### src/hdl/ecft_pkg.sv
`default_nettype none

package ecft_pkg;

    localparam int PRIME_BITS  = 10;
    localparam int CNT_W       = $clog2(PRIME_BITS);
    localparam int EXP_W       = PRIME_BITS - 1;
    localparam int SUM_W       = PRIME_BITS + 2;
    localparam int COEF_W      = 10;
    localparam int TRACE_W     = 8;
    localparam int ORDER_W     = 11;
    localparam int IN_DATA_W   = 24;
    localparam int OUT_DATA_W  = 24;
    localparam int APB_ADDR_W  = 3;
    localparam int APB_DATA_W  = 32;
    localparam int TRACE_MAX   = 127;
    localparam int TRACE_MIN   = -128;

    localparam logic [PRIME_BITS-1:0] PRIME_RESET = PRIME_BITS'(401);
    localparam logic [PRIME_BITS-1:0] MIN_PRIME   = PRIME_BITS'(5);
    localparam logic [PRIME_BITS-1:0] MUL_FOUR    = PRIME_BITS'(4);
    localparam logic [PRIME_BITS-1:0] MUL_27      = PRIME_BITS'(27);

    // word index of the modulus register (paddr[2])
    localparam logic REG_PRIME = 1'b0;

    typedef struct packed {
        logic                  start;
        logic [PRIME_BITS-1:0] x;
        logic [PRIME_BITS-1:0] y;
    } t_mm_req;

    typedef struct packed {
        logic                  done;
        logic [PRIME_BITS-1:0] prod;
    } t_mm_rsp;

    typedef struct packed {
        logic                      good;
        logic signed [TRACE_W-1:0] trace;
        logic [ORDER_W-1:0]        order;
    } t_result;

    typedef enum logic [4:0] {
        S_IDLE,
        S_RED_A,
        S_RED_B,
        S_A2,
        S_A3,
        S_A3X4,
        S_B2,
        S_B2X27,
        S_DISC,
        S_XSQ,
        S_XCU,
        S_AX,
        S_RHS,
        S_POW_MUL,
        S_POW_SQR,
        S_TALLY,
        S_NEXT,
        S_DONE
    } t_state;

endpackage

`default_nettype wire

### src/hdl/ecft_modmul.sv
`default_nettype none

// Bit-serial interleaved modular multiplier: x is scanned MSB first, one bit
// per cycle; y must be below p, x may be any value.
module ecft_modmul import ecft_pkg::*; (
    input  wire logic                  i_clk,
    input  wire logic                  i_rst_n,
    input  wire logic [PRIME_BITS-1:0] i_p,
    input  wire t_mm_req               i_req,
    output t_mm_rsp                    o_rsp
);

    logic                  r_busy;
    logic                  r_done;
    logic [CNT_W-1:0]      r_cnt;
    logic [PRIME_BITS-1:0] r_x;
    logic [PRIME_BITS-1:0] r_y;
    logic [PRIME_BITS-1:0] r_acc;
    logic [PRIME_BITS-1:0] n_acc;

    logic [PRIME_BITS:0]   dbl;
    logic [PRIME_BITS:0]   dbl_red;
    logic [PRIME_BITS:0]   sum;
    logic [PRIME_BITS:0]   sum_red;
    logic [PRIME_BITS:0]   p_ext;

    always_comb begin
        p_ext   = {1'b0, i_p};
        dbl     = {r_acc, 1'b0};
        dbl_red = (dbl >= p_ext) ? dbl - p_ext : dbl;
        sum     = dbl_red + (r_x[PRIME_BITS-1] ? {1'b0, r_y} : '0);
        sum_red = (sum >= p_ext) ? sum - p_ext : sum;
        n_acc   = sum_red[PRIME_BITS-1:0];
    end

    always_ff @(posedge i_clk) begin
        if (!i_rst_n) begin
            r_busy <= 1'b0;
            r_done <= 1'b0;
            r_cnt  <= '0;
        end else begin
            r_done <= 1'b0;
            if (i_req.start) begin
                r_busy <= 1'b1;
                r_cnt  <= CNT_W'(PRIME_BITS - 1);
            end else if (r_busy) begin
                if (r_cnt == '0) begin
                    r_busy <= 1'b0;
                    r_done <= 1'b1;
                end else begin
                    r_cnt <= r_cnt - CNT_W'(1);
                end
            end
        end
    end

    always_ff @(posedge i_clk) begin
        if (i_req.start) begin
            r_acc <= '0;
            r_x   <= i_req.x;
            r_y   <= i_req.y;
        end else if (r_busy) begin
            r_acc <= n_acc;
            r_x   <= {r_x[PRIME_BITS-2:0], 1'b0};
        end
    end

    assign o_rsp.done = r_done;
    assign o_rsp.prod = r_acc;

endmodule

`default_nettype wire

### src/hdl/ecft_seq.sv
`default_nettype none

// Sequencer: reduces the coefficients, tests the discriminant, then walks x
// over the field and tallies the Euler character of each nonzero rhs.
module ecft_seq import ecft_pkg::*; (
    input  wire logic                  i_clk,
    input  wire logic                  i_rst_n,
    input  wire logic [PRIME_BITS-1:0] i_p,
    input  wire logic                  i_in_valid,
    output logic                       o_in_ready,
    input  wire logic [COEF_W-1:0]     i_a,
    input  wire logic [COEF_W-1:0]     i_b,
    output t_mm_req                    o_mm_req,
    input  wire t_mm_rsp               i_mm_rsp,
    output logic                       o_res_valid,
    output t_result                    o_res,
    input  wire logic                  i_res_take
);

    function automatic logic [PRIME_BITS-1:0] madd(
        input logic [PRIME_BITS-1:0] u,
        input logic [PRIME_BITS-1:0] v,
        input logic [PRIME_BITS-1:0] m
    );
        logic [PRIME_BITS:0] s;
        s = {1'b0, u} + {1'b0, v};
        if (s >= {1'b0, m}) begin
            s = s - {1'b0, m};
        end
        return s[PRIME_BITS-1:0];
    endfunction

    t_state r_state;
    t_state n_state;
    logic   r_wait;

    logic [PRIME_BITS-1:0]   r_a;
    logic [PRIME_BITS-1:0]   r_b;
    logic [PRIME_BITS-1:0]   r_t;
    logic [PRIME_BITS-1:0]   r_u;
    logic [PRIME_BITS-1:0]   r_xv;
    logic [PRIME_BITS-1:0]   r_base;
    logic [PRIME_BITS-1:0]   r_acc;
    logic [EXP_W-1:0]        r_e;
    logic signed [SUM_W-1:0] r_sum;
    logic                    r_good;

    logic                    p_ok;
    logic [PRIME_BITS-1:0]   disc;
    logic [PRIME_BITS-1:0]   rhs;
    logic                    last_x;
    logic                    mul_on;
    logic [PRIME_BITS-1:0]   mul_x;
    logic [PRIME_BITS-1:0]   mul_y;
    logic                    done;
    logic signed [SUM_W-1:0] neg_sum;
    logic signed [TRACE_W-1:0] trace_sat;

    assign done   = i_mm_rsp.done;
    assign p_ok   = (i_p >= MIN_PRIME) && i_p[0];
    assign disc   = madd(r_t, r_u, i_p);
    assign rhs    = madd(madd(r_t, r_u, i_p), r_b, i_p);
    assign last_x = (r_xv == i_p - PRIME_BITS'(1));

    // next state
    always_comb begin
        n_state = r_state;
        unique case (r_state)
            S_IDLE:    if (i_in_valid) n_state = p_ok ? S_RED_A : S_DONE;
            S_RED_A:   if (done) n_state = S_RED_B;
            S_RED_B:   if (done) n_state = S_A2;
            S_A2:      if (done) n_state = S_A3;
            S_A3:      if (done) n_state = S_A3X4;
            S_A3X4:    if (done) n_state = S_B2;
            S_B2:      if (done) n_state = S_B2X27;
            S_B2X27:   if (done) n_state = S_DISC;
            S_DISC:    n_state = (disc == '0) ? S_DONE : S_XSQ;
            S_XSQ:     if (done) n_state = S_XCU;
            S_XCU:     if (done) n_state = S_AX;
            S_AX:      if (done) n_state = S_RHS;
            S_RHS:     n_state = (rhs == '0) ? S_NEXT : S_POW_MUL;
            S_POW_MUL: begin
                if (!r_e[0] || done) begin
                    n_state = (r_e[EXP_W-1:1] == '0) ? S_TALLY : S_POW_SQR;
                end
            end
            S_POW_SQR: if (done) n_state = S_POW_MUL;
            S_TALLY:   n_state = S_NEXT;
            S_NEXT:    n_state = last_x ? S_DONE : S_XSQ;
            S_DONE:    if (i_res_take) n_state = S_IDLE;
            default:   n_state = S_IDLE;
        endcase
    end

    // outputs: multiplier operands per step
    always_comb begin
        mul_on      = 1'b0;
        mul_x       = '0;
        mul_y       = '0;
        o_in_ready  = 1'b0;
        o_res_valid = 1'b0;
        unique case (r_state)
            S_IDLE:    o_in_ready = 1'b1;
            S_RED_A:   begin mul_on = 1'b1; mul_x = r_a;      mul_y = PRIME_BITS'(1); end
            S_RED_B:   begin mul_on = 1'b1; mul_x = r_b;      mul_y = PRIME_BITS'(1); end
            S_A2:      begin mul_on = 1'b1; mul_x = r_a;      mul_y = r_a;    end
            S_A3:      begin mul_on = 1'b1; mul_x = r_t;      mul_y = r_a;    end
            S_A3X4:    begin mul_on = 1'b1; mul_x = MUL_FOUR; mul_y = r_t;    end
            S_B2:      begin mul_on = 1'b1; mul_x = r_b;      mul_y = r_b;    end
            S_B2X27:   begin mul_on = 1'b1; mul_x = MUL_27;   mul_y = r_u;    end
            S_XSQ:     begin mul_on = 1'b1; mul_x = r_xv;     mul_y = r_xv;   end
            S_XCU:     begin mul_on = 1'b1; mul_x = r_t;      mul_y = r_xv;   end
            S_AX:      begin mul_on = 1'b1; mul_x = r_a;      mul_y = r_xv;   end
            S_POW_MUL: begin mul_on = r_e[0]; mul_x = r_acc;  mul_y = r_base; end
            S_POW_SQR: begin mul_on = 1'b1; mul_x = r_base;   mul_y = r_base; end
            S_DONE:    o_res_valid = 1'b1;
            default:   ;
        endcase
    end

    assign o_mm_req.start = mul_on && !r_wait;
    assign o_mm_req.x     = mul_x;
    assign o_mm_req.y     = mul_y;

    always_ff @(posedge i_clk) begin
        if (!i_rst_n) begin
            r_state <= S_IDLE;
            r_wait  <= 1'b0;
        end else begin
            r_state <= n_state;
            if (o_mm_req.start) begin
                r_wait <= 1'b1;
            end else if (done) begin
                r_wait <= 1'b0;
            end
        end
    end

    always_ff @(posedge i_clk) begin
        unique case (r_state)
            S_IDLE: begin
                if (i_in_valid) begin
                    r_a    <= PRIME_BITS'(i_a);
                    r_b    <= PRIME_BITS'(i_b);
                    r_good <= 1'b0;
                end
            end
            S_RED_A: if (done) r_a <= i_mm_rsp.prod;
            S_RED_B: if (done) r_b <= i_mm_rsp.prod;
            S_A2, S_A3, S_A3X4, S_XSQ, S_XCU: if (done) r_t <= i_mm_rsp.prod;
            S_B2, S_B2X27, S_AX: if (done) r_u <= i_mm_rsp.prod;
            S_DISC: begin
                r_xv   <= '0;
                r_sum  <= '0;
                r_good <= (disc != '0);
            end
            S_RHS: begin
                r_base <= rhs;
                r_acc  <= PRIME_BITS'(1);
                r_e    <= i_p[PRIME_BITS-1:1];
            end
            S_POW_MUL: if (done) r_acc <= i_mm_rsp.prod;
            S_POW_SQR: begin
                if (done) begin
                    r_base <= i_mm_rsp.prod;
                    r_e    <= r_e >> 1;
                end
            end
            S_TALLY: begin
                r_sum <= (r_acc == PRIME_BITS'(1)) ? r_sum + SUM_W'(1) : r_sum - SUM_W'(1);
            end
            S_NEXT: r_xv <= r_xv + PRIME_BITS'(1);
            default: ;
        endcase
    end

    // trace is the negated sum, clamped to the byte range
    always_comb begin
        neg_sum = -r_sum;
        priority if (neg_sum > $signed(SUM_W'(TRACE_MAX))) begin
            trace_sat = TRACE_W'(TRACE_MAX);
        end else if (neg_sum < $signed(SUM_W'(TRACE_MIN))) begin
            trace_sat = TRACE_W'(TRACE_MIN);
        end else begin
            trace_sat = neg_sum[TRACE_W-1:0];
        end
    end

    always_comb begin
        o_res = '0;
        if (r_good) begin
            o_res.good  = 1'b1;
            o_res.trace = trace_sat;
            o_res.order = ORDER_W'(i_p) + ORDER_W'(1)
                        - {{(ORDER_W-TRACE_W){trace_sat[TRACE_W-1]}}, trace_sat};
        end
    end

endmodule

`default_nettype wire

### src/hdl/elliptic_curve_frobenius_trace_top.sv
// Elliptic curve point counter. Each input word carries the coefficients a
// and b of y^2 = x^3 + a*x + b; the result word gives good reduction, the
// Frobenius trace and the group order over the prime p held in the modulus
// register (byte address 0, reset 401). One item runs on a single bit-serial
// modular multiplier. Seven products reduce the coefficients and form the
// discriminant, after which a singular curve gives its result; an unsupported
// modulus gives it without any product. Otherwise, for each of the p values
// of x, three products form the rhs and up to 2*PRIME_BITS - 3 form the Euler
// power, a zero exponent bit skipping its multiply. The input is not ready
// while an item is in work; a finished result waits in the output register
// while the next item runs.
// Write the modulus only while no item is in work or waiting.
`default_nettype none

module elliptic_curve_frobenius_trace_top import ecft_pkg::*; (
    input  wire logic                   i_clk,
    input  wire logic                   i_rst_n,
    // [9:0] curve_a, [19:10] curve_b
    input  wire logic [IN_DATA_W-1:0]   i_s_axis_tdata,
    input  wire logic                   i_s_axis_tvalid,
    output logic                        o_s_axis_tready,
    // [7:0] frobenius_trace, [18:8] point count
    output logic [OUT_DATA_W-1:0]       o_m_axis_tdata,
    // [0] good_reduction
    output logic                        o_m_axis_tuser,
    output logic                        o_m_axis_tvalid,
    input  wire logic                   i_m_axis_tready,
    input  wire logic                   psel,
    input  wire logic                   penable,
    input  wire logic                   pwrite,
    input  wire logic [APB_ADDR_W-1:0]  paddr,
    input  wire logic [APB_DATA_W-1:0]  pwdata,
    output logic [APB_DATA_W-1:0]       prdata,
    output logic                        pready
);

    logic [PRIME_BITS-1:0] r_prime;
    logic                  r_m_valid;
    t_result               r_res;

    t_mm_req  mm_req;
    t_mm_rsp  mm_rsp;
    logic     res_valid;
    t_result  res;
    logic     res_take;
    logic     cfg_wr;

    assign pready = 1'b1;
    assign prdata = APB_DATA_W'(r_prime);
    assign cfg_wr = psel && penable && pwrite && pready && (paddr[2] == REG_PRIME);

    always_ff @(posedge i_clk) begin
        if (!i_rst_n) begin
            r_prime <= PRIME_RESET;
        end else if (cfg_wr) begin
            r_prime <= pwdata[PRIME_BITS-1:0];
        end
    end

    ecft_seq u_seq (
        .i_clk       (i_clk),
        .i_rst_n     (i_rst_n),
        .i_p         (r_prime),
        .i_in_valid  (i_s_axis_tvalid),
        .o_in_ready  (o_s_axis_tready),
        .i_a         (i_s_axis_tdata[COEF_W-1:0]),
        .i_b         (i_s_axis_tdata[2*COEF_W-1:COEF_W]),
        .o_mm_req    (mm_req),
        .i_mm_rsp    (mm_rsp),
        .o_res_valid (res_valid),
        .o_res       (res),
        .i_res_take  (res_take)
    );

    ecft_modmul u_modmul (
        .i_clk   (i_clk),
        .i_rst_n (i_rst_n),
        .i_p     (r_prime),
        .i_req   (mm_req),
        .o_rsp   (mm_rsp)
    );

    // load the output register when it is empty or being drained
    assign res_take = res_valid && (!r_m_valid || i_m_axis_tready);

    always_ff @(posedge i_clk) begin
        if (!i_rst_n) begin
            r_m_valid <= 1'b0;
        end else if (res_take) begin
            r_m_valid <= 1'b1;
        end else if (i_m_axis_tready) begin
            r_m_valid <= 1'b0;
        end
    end

    always_ff @(posedge i_clk) begin
        if (res_take) begin
            r_res <= res;
        end
    end

    assign o_m_axis_tvalid = r_m_valid;
    assign o_m_axis_tuser  = r_res.good;
    assign o_m_axis_tdata  = OUT_DATA_W'({r_res.order, r_res.trace});

    a_busy_after_accept: assert property (@(posedge i_clk) disable iff (!i_rst_n)
        i_s_axis_tvalid && o_s_axis_tready |=> !o_s_axis_tready)
        else $error("input ready right after accepting a word");

    a_bad_is_zero: assert property (@(posedge i_clk) disable iff (!i_rst_n)
        o_m_axis_tvalid && !o_m_axis_tuser |-> o_m_axis_tdata == '0)
        else $error("singular curve with nonzero trace or order");

    a_take_fills_output: assert property (@(posedge i_clk) disable iff (!i_rst_n)
        res_take |=> o_m_axis_tvalid)
        else $error("result taken but output word not valid");

endmodule

`default_nettype wire

### config.mk
export PLATFORM = sky130hd
export DESIGN_NAME = elliptic_curve_frobenius_trace_top
export DESIGN_NICKNAME = d
export VERILOG_FILES = /design/src/hdl/ecft_pkg.sv /design/src/hdl/ecft_modmul.sv /design/src/hdl/ecft_seq.sv /design/src/hdl/elliptic_curve_frobenius_trace_top.sv
export SDC_FILE = /design/constraint.sdc
export NUM_CORES = 1
export LEC_CHECK = 0
export CAP_MARGIN = 20
export CORE_ASPECT_RATIO = 1.5
export CORE_UTILIZATION = 50
export DETAILED_ROUTE_END_ITERATION = 16
export DONT_BUFFER_PORTS = 1
export PLACE_DENSITY = 0.62
export SETUP_SLACK_MARGIN = 0.05
export SLEW_MARGIN = 20
export SYNTH_ARGS = -nofsm -noshare
export SYNTH_HDL_FRONTEND = slang
export SYNTH_SLANG_ARGS = --single-unit
### constraint.sdc
create_clock -name i_clk -period 7.8 [get_ports i_clk]
set_input_delay 1.56 -clock i_clk [delete_from_list [all_inputs] [get_ports i_clk]]
set_output_delay 1.56 -clock i_clk [all_outputs]
set_load 0.01 [all_outputs]
==> impl_metrics.csv <==
group,metric,value,unit
outcome,status,"complete, no violations",
die,die_h,195,um
worst_setup_path,worst_path_max_delay_cell,"edfxtp_1",
finish,multi_input_area,7290,um^2
synthesis,synth_area_leader_cell,"edfxtp_1",
job,maxCapViolCount,0,
cts,cts_buffers,17,
die,io_pins,126,
synthesis,synth_top_area_frac,0.320,
die,die_area,25400,um^2
global_route,grt_pass1_vias,9970,
synthesis,syn_avg_cell_area,9.36,um^2
finish,ff_latch_area,4620,um^2
global_route,antenna_found_initial,1,
finish,finalCoreUtilization,0.551,
routing,wl_per_cell,22.6,um
pwr,peakVddDrop,0.767,mV
global_route,track_usage,0.306,
routing,drt_iter0_drc,708,
cts,clock-sinks,165,
timing,final.setup_skew,0.00989,ns
hold_path,hold_path.class,"reg -> reg",
routing,vias_per_cell,6.13,
finish,drive_gt1_frac,0.0878,
cts,path_clk_slew,0.06,ns
synthesis,ys_types,77,
place,port_buffers,0,
pwr,static-leakage-power,5.15,nW
die,dieWidth,131,um
global_route,gr-total-overflow,0,
timing,finalSetupTns,0,ns
die,rows,70,
synthesis,yosys_warnings,0,
synthesis,synth-seq-area-share,0.373,
finish,fill_cells,2278,
worst_setup_path,crit_arrival,7.29,ns
worst_setup_path,cp_data_required_time,7.99,ns
timing,period_needed,7.11,ns
worst_setup_path,start_kind,"register",
synthesis,synth_area_leaders,"edfxtp_1 (32%), ha_1 (11%), dfxtp_1 (5.3%)",
worst_setup_path,worstPathMaxFanout,11,
global_route,grt_max_degree,31,
timing,worst_slew_pin_slew,0.989,ns
timing,rsz0062_at_grt,"false",
timing,max_slew_margin,0.340,
finish,area_growth,8.32,%
cts,postCtsSetupBuffers,0,
cts,root_buffer,"clkbuf_16",
routing,ant_nets,0,
timing,hold_violations,0,
timing,timing.final.crit_share,0.911,
synthesis,ys_ff_latch,165,
pwr,power_density,422,nW/um^2
global_route,grt_pass1_wl,56.7,mm
routing,drt_first_pass_iters,7,
synthesis,postSynthCellCount,1323,
place,dp_hpwl,29.3,mm
cts,cts_tree,"yes",
die,coreArea,24300,um^2
timing,final_max_slew_viol_count,0,
cts,clk_path_buf_depth,2,
finish,layout_commonest_cell,"edfxtp_1",
place,place.gp.congestion,0.969,
die,start_util,0.509,
synthesis,synth_top_flop_cell,"edfxtp_1",
routing,drc,0,
worst_setup_path,end_kind,"register",
worst_setup_path,cp_common_cell,"ha_1",
finish,final_cell_mix,"edfxtp_1 (132), nor2_1 (117), ha_1 (104), nand2_1 (97), a21oi_1 (88)",
timing,clock.fmax,0.141,GHz
synthesis,syn-cell-area,12400,um^2
routing,totalWireLength,37.7,mm
finish,final_nets,1510,
cts,insertion_delay,0.44,ns
cts,cts_htree_levels,4,
timing,finalSetupViolations,0,
worst_setup_path,max_stage_delay,0.48,ns
routing,vias,10200,
synthesis,synth_edf_count,132,
worst_setup_path,critPathKind,"reg -> reg",
synthesis,postSynth.asyncResetShare,0,
-- critical path, delay by kind of cell (launching register included) --
family / cells / cell delay [ns]
AO/OA/AOI/OAI: 14 / 2.95
adder cells (fa/ha/maj): 4 / 1.26
buffers and inverters: 5 / 0.80
XOR/XNOR: 2 / 0.49
flip-flops: 1 / 0.48
AND/OR/NAND/NOR: 3 / 0.46
multiplexers: 2 / 0.41
-- path summary, 6_finish.rpt --
kind	startpoint	to	slack [ns]	cells after the start
max	u_seq.r_t[1]	u_seq.r_base[3]	0.69	30
min	u_seq.r_wait	u_seq.r_wait	0.47	2
max reg2reg	u_seq.r_t[1]	u_seq.r_base[3]	0.69	30
min reg2reg	u_seq.r_wait	u_seq.r_wait	0.47	2
-- synth_stat cells (all sizes together) (16+ instances only) --
library cell and count:
nand2 97, a22oi 32, nor2 118, a21oi 88, a31oi 16, xor2 42
xnor2 51, a21o 21, mux2 22, clkbuf 37, nand3 30, nand2b 17
edfxtp 132, ha 104, nor3 36, mux2i 20, o21ai 82, buf 36
inv 62, and2 22, dfxtp 33, a211oi 16
-- power breakdown --
part | switching (mW) | total (mW) | internal, mW
sequential | 0.187 | 1.38 | 1.19
clock | 0.367 | 0.823 | 0.455
combinational | 1.99 | 3.45 | 1.47
-- routing by layer --
metal | wire length [um] | global-route usage | part of all wire | up-vias
met3 | 2240 | 0.0534 | 0.059 | 115
met5 | 0 | 0 | 0 | -
met1 | 13300 | 0.321 | 0.35 | 4875
li1 | - | - | - | 4872
met2 | 19200 | 0.530 | 0.51 | 381
met4 | 3000 | 0.239 | 0.080 | 0
-- stage by stage --
step | instances | power, mW | worst slack, ns | hold slack, ns | instance area (um^2)
after floorplan | 1349 | 3.79 | 1.38 | 0.439 | 12500
after global placement | 1636 | 4.74 | 0.741 | 0.447 | 12800
after detailed placement | 1636 | 4.80 | 0.627 | 0.472 | 12800
after CTS | 1668 | 5.63 | 0.594 | 0.482 | 13400
after global routing | 1669 | 6.05 | 0.0746 | 0.497 | 13400
final | 1670 | 5.66 | 0.694 | 0.475 | 13400
-- area by class of cell --
| class | instances | share of cell area |
|---|---|---|
| Antenna cell | 2 | 0.000373 |
| Clock buffer | 21 | 0.0367 |
| Clock inverter | 11 | 0.00671 |
| Inverter | 64 | 0.0179 |
| Multi-Input combinational cell | 1047 | 0.543 |
| Sequential cell | 165 | 0.345 |
| Tap cell | 324 | 0.0302 |
| Timing Repair Buffer | 36 | 0.0201 |
-- sequential cells by signal (all words and copies together), names as in the netlist, 9 cells and up --
name and cells:
u_seq.r_b 10, u_modmul.r_acc 10, u_seq.r_sum 12, u_modmul.r_x 10
u_seq.r_e 9, u_seq.r_a 10, u_seq.r_t 10, u_seq.r_acc 10
u_seq.r_base 10, r_prime 10, o_m_axis_tdata 19, u_seq.r_xv 10
u_modmul.r_y 10, u_seq.r_u 10
-- repair_timing --
action / 4_1_cts / 5_1_grt
hold buffers: 0 / 0
resized for setup: 0 / 2
setup endpoints to repair: 0 / 5
-- cell families (layout without fill, tap and decap cells) --
| kind of cell | Yosys count | in the layout | share of synthesized area |
|---|---|---|---|
| other | 2 | 30 | 0.000606 |
| xor gates and xnor gates | 93 | 93 | 0.0664 |
| and+or+nand+nor | 410 | 410 | 0.163 |
| buffers and inverters | 137 | 132 | 0.0508 |
| adders and majority gates | 113 | 113 | 0.120 |
| AOI/OAI and AO/OA | 361 | 361 | 0.190 |
| DFF | 165 | 165 | 0.373 |
| muxes | 42 | 42 | 0.0362 |
No activity file was read; power rests on OpenSTA's default activity.
